==> config.mk <==
export PLATFORM = sky130hd
export DESIGN_NAME = greedy_note_dispenser
export DESIGN_NICKNAME = d
export VERILOG_FILES = /design/src/hdl/gnd_pkg.sv /design/src/hdl/greedy_note_dispenser.sv /design/src/hdl/gnd_table.sv /design/src/hdl/gnd_div.sv
export SDC_FILE = /design/constraint.sdc
export NUM_CORES = 1
export LEC_CHECK = 0
export BUFFER_PORTS_ARGS = -buffer_cell sky130_fd_sc_hd__buf_2
export CAP_MARGIN = 5
export CORE_MARGIN = 2
export CORE_UTILIZATION = 35
export CTS_BUF_LIST = sky130_fd_sc_hd__clkbuf_8
export DETAILED_ROUTE_END_ITERATION = 6
export PLACE_DENSITY = 0.6
export SETUP_SLACK_MARGIN = 0.2
export SLEW_MARGIN = 30
export SYNTH_ARGS = -nofsm -noshare
export SYNTH_HDL_FRONTEND = slang
export SYNTH_SLANG_ARGS = --single-unit
==> constraint.sdc <==
create_clock -name clk_i -period 10.4 [get_ports clk_i]
set_clock_uncertainty 0.2 [all_clocks]
set_input_delay 0.52 -clock clk_i [delete_from_list [all_inputs] [get_ports clk_i]]
set_output_delay 0.52 -clock clk_i [all_outputs]
set_load 0.05 [all_outputs]
==> src/hdl/gnd_pkg.sv <==
// Shared types and constants for the greedy note dispenser.
// No dependencies; every other file refers to this package by scoped names.
`default_nettype none

package gnd_pkg;

  localparam int MaxDenoms = 16;
  localparam int IdxW      = $clog2(MaxDenoms);
  localparam int CntW      = $clog2(MaxDenoms + 1);
  localparam int ValW      = 31;
  localparam int TagW      = 8;
  localparam int StepW     = $clog2(ValW + 1);

  typedef enum logic [1:0] {
    OP_CLEAR = 2'd0,
    OP_LOAD  = 2'd1,
    OP_PAY   = 2'd2,
    OP_NONE  = 2'd3
  } op_e;

  typedef struct packed {
    logic [ValW-1:0] value;
    logic [TagW-1:0] tag;
  } entry_t;

  typedef struct packed {
    logic            we;
    logic [IdxW-1:0] waddr;
    entry_t          wentry;
    logic            re;
    logic [IdxW-1:0] raddr;
  } tbl_req_t;

  typedef struct packed {
    logic busy;
    logic done;
  } div_stat_t;

endpackage

`default_nettype wire

==> src/hdl/greedy_note_dispenser.sv <==
// Greedy note dispenser top level: sequencer, sorted table, shared divider.
// Depends on gnd_pkg, gnd_table and gnd_div.
//
//   channel | direction | handshake                 | payload
//   --------+-----------+---------------------------+-----------------------------------
//   in      | input     | in_valid_i / in_stall_o   | op, denom_value, denom_tag, amount
//   out     | output    | out_valid_o / out_stall_i | is_summary, note_value, note_tag,
//           |           |                           | note_count, total_notes, remaining, last
//
// Clear and an unused op complete on acceptance. A load is accepted, then compares against
// table entries from the tail, shifting smaller ones down, and writes the new entry in place.
// A pay reads the table entries in order, waits on the one-bit-per-cycle divider for each, and
// emits one transaction per nonzero quotient, stopping early once the amount reaches zero.
// Reset empties the table; entries are never read beyond the fill count.
// in_stall_o stays high until the last result is in the output register; a stalled output holds.
`default_nettype none

module greedy_note_dispenser (
  input  wire logic                     clk_i,
  input  wire logic                     rst_ni,
  input  wire logic                     in_valid_i,
  output wire logic                     in_stall_o,
  input  wire logic [1:0]               op_i,
  input  wire logic [gnd_pkg::ValW-1:0] denom_value_i,
  input  wire logic [gnd_pkg::TagW-1:0] denom_tag_i,
  input  wire logic [gnd_pkg::ValW-1:0] amount_i,
  output wire logic                     out_valid_o,
  input  wire logic                     out_stall_i,
  output wire logic                     is_summary_o,
  output wire logic [gnd_pkg::ValW-1:0] note_value_o,
  output wire logic [gnd_pkg::TagW-1:0] note_tag_o,
  output wire logic [gnd_pkg::ValW-1:0] note_count_o,
  output wire logic [gnd_pkg::ValW-1:0] total_notes_o,
  output wire logic [gnd_pkg::ValW-1:0] remaining_o,
  output wire logic                     last_o
);

  localparam int ValW = gnd_pkg::ValW;
  localparam int TagW = gnd_pkg::TagW;
  localparam int IdxW = gnd_pkg::IdxW;
  localparam int CntW = gnd_pkg::CntW;

  typedef enum logic [7:0] {
    S_IDLE     = 8'b0000_0001,
    S_LD_RD    = 8'b0000_0010,
    S_LD_CMP   = 8'b0000_0100,
    S_PAY_RD   = 8'b0000_1000,
    S_PAY_DIV  = 8'b0001_0000,
    S_PAY_WAIT = 8'b0010_0000,
    S_EMIT     = 8'b0100_0000,
    S_SUM      = 8'b1000_0000
  } state_e;

  state_e              state_q, state_d;
  logic [CntW-1:0]     count_q, count_d;
  logic [CntW-1:0]     idx_q, idx_d;
  logic [IdxW-1:0]     pos_q, pos_d;
  logic [ValW-1:0]     new_val_q, new_val_d;
  logic [TagW-1:0]     new_tag_q, new_tag_d;
  logic [ValW-1:0]     amt_q, amt_d;
  logic [ValW-1:0]     total_q, total_d;
  logic [ValW-1:0]     cnt_q, cnt_d;

  logic                out_valid_q, out_valid_d;
  logic                out_load;
  logic                out_summary;
  logic                summ_q;
  logic [ValW-1:0]     oval_q;
  logic [TagW-1:0]     otag_q;
  logic [ValW-1:0]     ocnt_q;
  logic [ValW-1:0]     otot_q;
  logic [ValW-1:0]     orem_q;

  gnd_pkg::tbl_req_t   tbl_req;
  gnd_pkg::entry_t     rdata;
  gnd_pkg::div_stat_t  div_stat;
  logic                div_start;
  logic [ValW-1:0]     div_quot;
  logic [ValW-1:0]     div_rem;
  logic                in_acc;
  logic                slot_free;

  gnd_table u_table (
    .clk_i   (clk_i),
    .req_i   (tbl_req),
    .rdata_o (rdata)
  );

  gnd_div u_div (
    .clk_i      (clk_i),
    .rst_ni     (rst_ni),
    .start_i    (div_start),
    .dividend_i (amt_q),
    .divisor_i  (rdata.value),
    .stat_o     (div_stat),
    .quot_o     (div_quot),
    .rem_o      (div_rem)
  );

  assign in_acc    = in_valid_i && (state_q == S_IDLE);
  assign slot_free = !out_valid_q || !out_stall_i;

  always_comb begin
    state_d        = state_q;
    count_d        = count_q;
    idx_d          = idx_q;
    pos_d          = pos_q;
    new_val_d      = new_val_q;
    new_tag_d      = new_tag_q;
    amt_d          = amt_q;
    total_d        = total_q;
    cnt_d          = cnt_q;
    tbl_req        = '0;
    div_start      = 1'b0;
    out_load       = 1'b0;
    out_summary    = 1'b0;

    unique case (state_q)
      S_IDLE: begin
        if (in_acc) begin
          unique case (gnd_pkg::op_e'(op_i))
            gnd_pkg::OP_CLEAR: count_d = '0;
            gnd_pkg::OP_LOAD: begin
              // drop zero values and loads into a full table
              if (denom_value_i != '0 && count_q < CntW'(gnd_pkg::MaxDenoms)) begin
                new_val_d = denom_value_i;
                new_tag_d = denom_tag_i;
                pos_d     = count_q[IdxW-1:0];
                state_d   = S_LD_RD;
              end
            end
            gnd_pkg::OP_PAY: begin
              amt_d   = amount_i;
              total_d = '0;
              idx_d   = '0;
              state_d = S_PAY_RD;
            end
            default: ;
          endcase
        end
      end
      S_LD_RD: begin
        if (pos_q == '0) begin
          tbl_req.we     = 1'b1;
          tbl_req.waddr  = pos_q;
          tbl_req.wentry = '{value: new_val_q, tag: new_tag_q};
          count_d        = count_q + 1'b1;
          state_d        = S_IDLE;
        end else begin
          tbl_req.re    = 1'b1;
          tbl_req.raddr = pos_q - 1'b1;
          state_d       = S_LD_CMP;
        end
      end
      S_LD_CMP: begin
        tbl_req.we    = 1'b1;
        tbl_req.waddr = pos_q;
        if (rdata.value < new_val_q) begin
          // shift the smaller entry down one place and keep searching
          tbl_req.wentry = rdata;
          pos_d          = pos_q - 1'b1;
          state_d        = S_LD_RD;
        end else begin
          tbl_req.wentry = '{value: new_val_q, tag: new_tag_q};
          count_d        = count_q + 1'b1;
          state_d        = S_IDLE;
        end
      end
      S_PAY_RD: begin
        if (idx_q == count_q || amt_q == '0) begin
          state_d = S_SUM;
        end else begin
          tbl_req.re    = 1'b1;
          tbl_req.raddr = idx_q[IdxW-1:0];
          state_d       = S_PAY_DIV;
        end
      end
      S_PAY_DIV: begin
        div_start = 1'b1;
        state_d   = S_PAY_WAIT;
      end
      S_PAY_WAIT: begin
        if (div_stat.done) begin
          amt_d   = div_rem;
          total_d = total_q + div_quot;
          cnt_d   = div_quot;
          if (div_quot != '0) begin
            state_d = S_EMIT;
          end else begin
            idx_d   = idx_q + 1'b1;
            state_d = S_PAY_RD;
          end
        end
      end
      S_EMIT: begin
        if (slot_free) begin
          out_load = 1'b1;
          idx_d    = idx_q + 1'b1;
          state_d  = S_PAY_RD;
        end
      end
      S_SUM: begin
        if (slot_free) begin
          out_load    = 1'b1;
          out_summary = 1'b1;
          state_d     = S_IDLE;
        end
      end
      default: state_d = S_IDLE;
    endcase
  end

  always_comb begin
    out_valid_d = out_valid_q;
    if (out_load) begin
      out_valid_d = 1'b1;
    end else if (!out_stall_i) begin
      out_valid_d = 1'b0;
    end
  end

  always_ff @(posedge clk_i or negedge rst_ni) begin
    if (!rst_ni) begin
      state_q     <= S_IDLE;
      count_q     <= '0;
      out_valid_q <= 1'b0;
    end else begin
      state_q     <= state_d;
      count_q     <= count_d;
      out_valid_q <= out_valid_d;
    end
  end

  always_ff @(posedge clk_i) begin
    idx_q     <= idx_d;
    pos_q     <= pos_d;
    new_val_q <= new_val_d;
    new_tag_q <= new_tag_d;
    amt_q     <= amt_d;
    total_q   <= total_d;
    cnt_q     <= cnt_d;
    if (out_load) begin
      summ_q <= out_summary;
      oval_q <= out_summary ? '0 : rdata.value;
      otag_q <= out_summary ? '0 : rdata.tag;
      ocnt_q <= out_summary ? '0 : cnt_q;
      otot_q <= out_summary ? total_q : '0;
      orem_q <= out_summary ? amt_q : '0;
    end
  end

  assign in_stall_o    = (state_q != S_IDLE);
  assign out_valid_o   = out_valid_q;
  assign is_summary_o  = summ_q;
  assign note_value_o  = oval_q;
  assign note_tag_o    = otag_q;
  assign note_count_o  = ocnt_q;
  assign total_notes_o = otot_q;
  assign remaining_o   = orem_q;
  assign last_o        = summ_q;

  a_count_bound: assert property (@(posedge clk_i) disable iff (!rst_ni)
    count_q <= CntW'(gnd_pkg::MaxDenoms))
    else $error("table fill count above capacity");

  a_div_idle_start: assert property (@(posedge clk_i) disable iff (!rst_ni)
    div_start |-> !div_stat.busy)
    else $error("divider restarted while busy");

  a_note_nonzero: assert property (@(posedge clk_i) disable iff (!rst_ni)
    out_valid_o && !is_summary_o |-> note_count_o != '0 && note_value_o != '0)
    else $error("note transaction with zero count or value");

  a_load_grows: assert property (@(posedge clk_i) disable iff (!rst_ni)
    (state_q == S_LD_CMP) && !(rdata.value < new_val_q) |=> count_q == $past(count_q) + 1'b1)
    else $error("load did not grow the table");

endmodule

`default_nettype wire

==> src/hdl/gnd_table.sv <==
// Denomination table: one write port, one registered read port.
// Depends on gnd_pkg.
`default_nettype none

module gnd_table (
  input  wire                logic clk_i,
  input  var  gnd_pkg::tbl_req_t req_i,
  output var  gnd_pkg::entry_t   rdata_o
);

  gnd_pkg::entry_t mem [gnd_pkg::MaxDenoms];
  gnd_pkg::entry_t rdata_q;

  always_ff @(posedge clk_i) begin
    if (req_i.we) begin
      mem[req_i.waddr] <= req_i.wentry;
    end
    if (req_i.re) begin
      rdata_q <= mem[req_i.raddr];
    end
  end

  assign rdata_o = rdata_q;

endmodule

`default_nettype wire

==> src/hdl/gnd_div.sv <==
// Restoring divider, one quotient bit per cycle, for the pay walk.
// Depends on gnd_pkg.
`default_nettype none

module gnd_div (
  input  wire logic                     clk_i,
  input  wire logic                     rst_ni,
  input  wire logic                     start_i,
  input  wire logic [gnd_pkg::ValW-1:0] dividend_i,
  input  wire logic [gnd_pkg::ValW-1:0] divisor_i,
  output var  gnd_pkg::div_stat_t       stat_o,
  output wire logic [gnd_pkg::ValW-1:0] quot_o,
  output wire logic [gnd_pkg::ValW-1:0] rem_o
);

  localparam int W = gnd_pkg::ValW;

  logic [gnd_pkg::StepW-1:0] step_q, step_d;
  logic                      busy_q, busy_d;
  logic                      done_q, done_d;
  logic [W-1:0]              rem_q, rem_d;
  logic [W-1:0]              quo_q, quo_d;
  logic [W-1:0]              dvs_q, dvs_d;
  logic [W:0]                trial;
  logic [W:0]                diff;

  assign trial = {rem_q, quo_q[W-1]};
  assign diff  = trial - {1'b0, dvs_q};

  always_comb begin
    step_d = step_q;
    busy_d = busy_q;
    done_d = 1'b0;
    rem_d  = rem_q;
    quo_d  = quo_q;
    dvs_d  = dvs_q;
    if (start_i) begin
      step_d = gnd_pkg::StepW'(W);
      busy_d = 1'b1;
      rem_d  = '0;
      quo_d  = dividend_i;
      dvs_d  = divisor_i;
    end else if (busy_q) begin
      // keep the difference only when it did not borrow
      if (!diff[W]) begin
        rem_d = diff[W-1:0];
        quo_d = {quo_q[W-2:0], 1'b1};
      end else begin
        rem_d = trial[W-1:0];
        quo_d = {quo_q[W-2:0], 1'b0};
      end
      step_d = step_q - 1'b1;
      if (step_q == gnd_pkg::StepW'(1)) begin
        busy_d = 1'b0;
        done_d = 1'b1;
      end
    end
  end

  always_ff @(posedge clk_i or negedge rst_ni) begin
    if (!rst_ni) begin
      step_q <= '0;
      busy_q <= 1'b0;
      done_q <= 1'b0;
    end else begin
      step_q <= step_d;
      busy_q <= busy_d;
      done_q <= done_d;
    end
  end

  always_ff @(posedge clk_i) begin
    rem_q <= rem_d;
    quo_q <= quo_d;
    dvs_q <= dvs_d;
  end

  assign stat_o.busy = busy_q;
  assign stat_o.done = done_q;
  assign quot_o      = quo_q;
  assign rem_o       = rem_q;

endmodule

`default_nettype wire

# After elaboration in Yosys (flattened, before gate mapping)
# Memories as Yosys holds them, arrays and structs flattened. A register that Yosys moved wholly into a read port is not among the register bits.
# Index checks and enable logic that the tools add are counted.
dict set report totals {
  output_inout_bits 136
  memories 1
  mem_bits_rw 624
  register_bits 388
  elab_cells 144
  inputBits 76
}
# memory depth word_bits read_ports rd_ports_with_merged_regs wr line_no
set memory_table {}
lappend memory_table {u_table.mem 16 39 1 1 1 gnd_table.sv:11} ;# gnd_pkg::entry_t mem [gnd_pkg::MaxDenoms];
dict set report op_classes {
  mux 61
  eq_ne 28
  addsub 6
  n_lt_le_gt_ge 2
  reduce_logical 24
}
# cell n
set op_table {}
lappend op_table {{31-bit two-way mux} 9}
lappend op_table {{31-bit case mux with 2 select lines} 2}
lappend op_table {{44-bit case mux with 2 select lines} 1}
lappend op_table {{5-bit two-way mux} 13}
lappend op_table {{8-bit case mux with 8 select lines} 1}
lappend op_table {{31-bit nonzero test} 2}
lappend op_table {{8-bit two-way mux} 6}
lappend op_table {{44-bit two-way mux} 1}
lappend op_table {{39-bit two-way mux} 1}
lappend op_table {{32-bit by 31-bit subtractor with 32-bit output} 1}
lappend op_table {{31-bit adder} 1}
lappend op_table {{31-bit logical NOT} 1}
lappend op_table {{31-bit less-than comparator} 1}
lappend op_table {{5-bit case mux with 3 select lines} 2}
lappend op_table {{4-bit two-way mux} 4}
lappend op_table {{8-bit case mux with 2 select lines} 1}
lappend op_table {{1-bit two-way mux} 15}
lappend op_table {{2-bit inequality test (second input constant)} 7}
lappend op_table {{2-bit by 1-bit inequality test with 1-bit output (second input constant)} 6}
lappend op_table {{6-bit AND reduction} 2}
lappend op_table {{5-bit by 1-bit adder with 5-bit output (second input constant)} 2}
lappend op_table {{5-bit case mux with 2 select lines} 1}
lappend op_table {{5-bit AND reduction} 2}
lappend op_table {{8-bit by 1-bit equality test with 1-bit output (second input constant)} 1}
lappend op_table {{other kinds (31)} 38}

# Depth between registers and ports, before layout
dict set report logic_depth {
  ltp_word 6
  mapped_depth 15
  depth_no_buf 14
}

# Modules after synthesis
# Synthesis repeated with hierarchy kept, for this count alone.
dict set report hier_totals {
  cells_unflattened 2705
  area_unflattened_um2 44194.9
}
# module area_per_inst_um2 seq_area_each_um2 cells_each instances
set by_module_without_submodules {}
lappend by_module_without_submodules {gnd_table 24576.1 19909.1 1014 1}
lappend by_module_without_submodules {greedy_note_dispenser 13835.8 8579.5 1120 1}
lappend by_module_without_submodules {gnd_div 5783.0 2657.5 571 1}

# Worst setup path before layout
# No wires, ideal clock.
dict set report synth_timing {
  path_type {register to register}
  startpoint {register state_q[2]}
  endpoint {register summ_q (netlist: is_summary_o) (enable)}
  period_less_slack_ns 8.270
  t_required_ns 9.530
  path_stages_with_launch 5
  setup_ns 0.670
  slack_ns 2.130
  arrival_time_ns 7.400
  n_path_buf 0
  path_cell_list {dfrtp_1 nor2_1 and3_1 nand2_1 a21oi_1}
}
dict set report synth_between {
  elab_chain_cells 3
  elab_cells_between_ends 4
  cone_classes {eq/ne (2); mux (1); reduce/logical (1)}
}
# element line_no
set synth_rtl {}
lappend synth_rtl {{from (decl)} greedy_note_dispenser.sv:54} ;# state_e state_q, state_d;
lappend synth_rtl {{from (signal assigned)} greedy_note_dispenser.sv:228} ;# state_q <= state_d;
lappend synth_rtl {{8-bit equality test / 8-bit by 7-bit equality test with 1-bit output (equally long branches)} greedy_note_dispenser.sv:118} ;# unique case (state_q)
lappend synth_rtl {{2-bit OR reduction (no line) (*)} --}
lappend synth_rtl {{1-bit two-way mux (*)} --}
lappend synth_rtl {{net out_load} greedy_note_dispenser.sv:65} ;# logic out_load;
lappend synth_rtl {{to (signal assigned)} greedy_note_dispenser.sv:243} ;# summ_q <= out_summary;
lappend synth_rtl {{to (decl)} greedy_note_dispenser.sv:67} ;# logic summ_q;
# Mark *: on every way through the listed nets, which the timed path passes. The rest lies on a longest branch.
# A chain may end at the register's enable or synchronous reset.

# Final worst setup path
dict set report layout_timing {
  startpoint {register state_q[5]}
  endpoint {register, netlist name u_table.rdata_o[1]}
}
dict set report layout_between {
  elab_chain_cells 2
  elab_cells_between_ends 3
  cone_classes {eq/ne (2); mux (1)}
}
# element line_no
set layout_rtl {}
lappend layout_rtl {{8-bit by 4-bit equality test with 1-bit output / 8-bit by 2-bit equality test with 1-bit output (equally long branches)} greedy_note_dispenser.sv:118}
lappend layout_rtl {{5-bit case mux with 2 select lines (*)} greedy_note_dispenser.sv:118}
# Every way passes the cells marked *; elsewhere a longest branch is shown, timed or not.

==> flow_metrics.py <==
metrics = {
    "synth": {
        "synth_top_family_by_area": "simple AND/OR/NAND/NOR gates",
        "async_flop_share_pct": 2.00,
        "synth_area_leader_cell": "edfxtp_1",
        "synthSimpleGateAreaFrac_pct": 14.7,
        "synth_edf_count": 999,
        "synth_cells": 3478,
        "syn-num-nets": 3652,
        "synthDominantCellAreaShare_pct": 67.6,
        "synth_compound_area_share_pct": 7.90,
        "syn_area_per_cell_um2": 12.8,
        "syn_area_mm2": 0.0443,
        "synthAdderAreaFrac_pct": 2.80,
        "ys_ff_latch": 1051,
        "synth_cell_types": 70,
        "ys_warn_count": 0,
        "synth_flop_cell": "edfxtp_1",
        "synth_mux_area_share_pct": 0.457,
        "synth_area_leaders": "edfxtp_1, nand2_1, ha_1, nand3_1, dfxtp_1",
        "synthXorXnorAreaFrac_pct": 1.46,
        "synth-seq-area-share_pct": 70.2,
    },
    "cts": {
        "path_clk_slew_ps": 70,
        "ctsResizeCount": 0,
        "numCtsBuffers": 167,
        "clock_sinks": 1051,
        "postCtsSetupRepairBufs": 0,
        "root_buffer": "clkbuf_8",
        "clk_path_buf_depth": 3,
        "clock_latency_ps": 880,
        "hold_buffers": 77,
        "tritoncts": "done",
        "cts_max_level": 4,
    },
    "final_layout": {
        "fin_util_pct": 40.8,
        "final_net_count": 3973,
        "drive_above_1_share_pct": 13.3,
        "syn_to_final_growth_pct": 15.6,
        "layout_common_cells": "edfxtp_1, nand2_1, nand3_1",
        "final_common_cell": "edfxtp_1",
        "nFillCells": 11800,
        "final_cell_area_mm2": 0.0513,
    },
    "route": {
        "wl_per_cell_um": 22.2,
        "wl_um": 124000,
        "drc_errors": 0,
        "drtIter0Drc": 3178,
        "vias": 29400,
        "viasPerCell": 5.27,
        "drtAntennaViolNets": 0,
        "first_pass_iters": 5,
    },
    "floorplanning": {
        "dieHeight_um": 360,
        "initial_core_util_pct": 35.3,
        "ios": 212,
        "rows": 130,
        "die_w_um": 360,
        "die-area_mm2": 0.130,
        "core_mm2": 0.126,
    },
    "sta": {
        "fin_crit_ps": 5130,
        "fin_ws_ps": 5270,
        "worst_pin_slew_ps": 959,
        "slew_violations": 0,
        "max-slew-margin-rel_pct": 36.0,
        "period_share_pct": 49.3,
        "tns_ps": 0,
        "clock.fmax_mhz": 195,
        "hold_viol_final": 0,
        "rsz0062_at_grt": "false",
        "finalSetupViolCount": 0,
    },
    "worst_setup_path": {
        "path_cells": "or4_1, and4bb_2, nand2_1, nor2_1, a21o_4, buf_12, nand3_2, o221ai_1, o21ai_1",
        "slowest_delay_ps": 670,
        "critPathTopFamily": "simple AND/OR/NAND/NOR gates",
        "startpoint_type": "register",
        "crit_fanout": 131,
        "slowest_stage": "a21o_4",
        "cp.arrival_ps": 5530,
        "cp_num_buf_inv": 1,
        "worst_setup_path_end_kind": "register",
        "crit_type": "reg -> reg",
        "critPathRequiredTime_ps": 10800,
    },
    "global_routing": {
        "grt_use_total_pct": 18.7,
        "globalRoute.totalOverflow": 0,
        "grt_max_degree": 132,
        "grt_pass1_vias": 28100,
        "grt_pass1_wl_um": 182000,
        "antenna_found_initial": 7,
    },
    "outcome": {
        "status": "finished, final reports clean",
    },
    "place": {
        "pre_cts_ws_ps": 5360,
        "port_buffers": 211,
        "globalplace.congestion": 0.901,
        "dp_hpwl_um": 71400,
        "dpl_cell_area_mm2": 0.0474,
    },
    "min_path": {
        "hp-class": "in -> reg",
    },
    "flow_run": {
        "maxCapViolations": 0,
    },
    "power": {
        "peakVddDrop_uv": 156,
        "p_leak_nw": 19.8,
        "power.density_mw_per_mm2": 208,
    },
}
-- per-stage QoR --
step	power, mW	hold slack [ps]	instances
2_1_floorplan	6.83	24.4	3478
3_3_place_gp	7.40	285	5200
3_5_place_dp	7.43	304	5201
4_1_cts	10.7	11.9	5571
5_1_grt	11.2	117	5575
6_report	10.7	69.6	5578
-- worst min-delay path, cell delays in order --
cell	delay (ps)
buf_2	120
nand2b_1	80
a21oi_1	70
o221ai_1	190
o21ai_0	90
-- cell type report --
class,instances,area [um^2],share of cell area (%)
sequential,1051,31100,60.8
multi-input combinational,2157,12400,24.2
clock buffer,175,2410,4.70
timing repair buffer,336,2280,4.44
tap,1650,2060,4.03
clock inverter,118,622,1.21
inverter,86,324,0.632
antenna,5,12.5,0.0244
-- cells by family (layout without fill, tap and decap cells) --
| logic type | after synthesis | count (layout) |
|---|---|---|
| buf+inv | 270 | 715 |
| fa+ha+maj | 98 | 98 |
| flops | 1051 | 1051 |
| mux | 20 | 20 |
| other cells | 0 | 5 |
| xor+xnor | 74 | 74 |
| compound gates | 511 | 511 |
| simple gates | 1454 | 1454 |
-- synthesized netlist by cell type (all sizes together), types with 41 or more instances --
| cell type | number |
|---|---|
| a21oi | 96 |
| a22o | 41 |
| a311oi | 59 |
| a31oi | 66 |
| and2 | 68 |
| and3 | 44 |
| buf | 60 |
| clkbuf | 124 |
| edfxtp | 999 |
| ha | 96 |
| inv | 86 |
| nand2 | 789 |
| nand3 | 220 |
| nor2 | 151 |
| nor2b | 75 |
| o21ai | 85 |
-- flip-flops by register name, summed over array words and instances (netlist names), 4 cells and up --
register         count
u_table.mem        624
u_table.rdata_o     39
amt_q               31
cnt_q               31
new_val_q           31
note_count_o        31
note_value_o        31
remaining_o         31
total_notes_o       31
total_q             31
u_div.dvs_q         31
u_div.quot_o        31
u_div.rem_o         31
new_tag_q            8
note_tag_o           8
state_q              8
count_q              5
idx_q                5
u_div.step_q         5
pos_q                4
-- path summary, 6_finish.rpt --
| kind | from | endpoint | slack, ps | cells after the start |
|---|---|---|---|---|
| worst max-delay path | state_q[5] | u_table.rdata_o[1] | 5270 | 9 |
| worst min-delay path | op_i[1] | state_q[6] | 70 | 5 |
| worst max register to register | state_q[5] | u_table.rdata_o[1] | 5270 | 9 |
| worst min register to register | u_div.done_q | state_q[5] | 300 | 1 |
| max in group asynchronous | rst_ni | count_q[0] | 8970 | 4 |
| min in group asynchronous | rst_ni | state_q[0] | 530 | 3 |
-- routing by layer --
layer  vias up  global-route usage, %  share of wire, %
met3       170                   3.95               8.2
li1      13400                      -                 -
met2      1264                   28.9                46
met4         8                   5.93               2.1
met5         -                      0             0.038
met1     14500                   26.3                44
-- report_power, final --
group | internal, mW | switching, mW | total (mW)
Clock | 1.63 | 1.65 | 3.28
Sequential | 4.96 | 0.296 | 5.26
Combinational | 0.818 | 1.31 | 2.13
No activity file was read; power rests on OpenSTA's default activity.
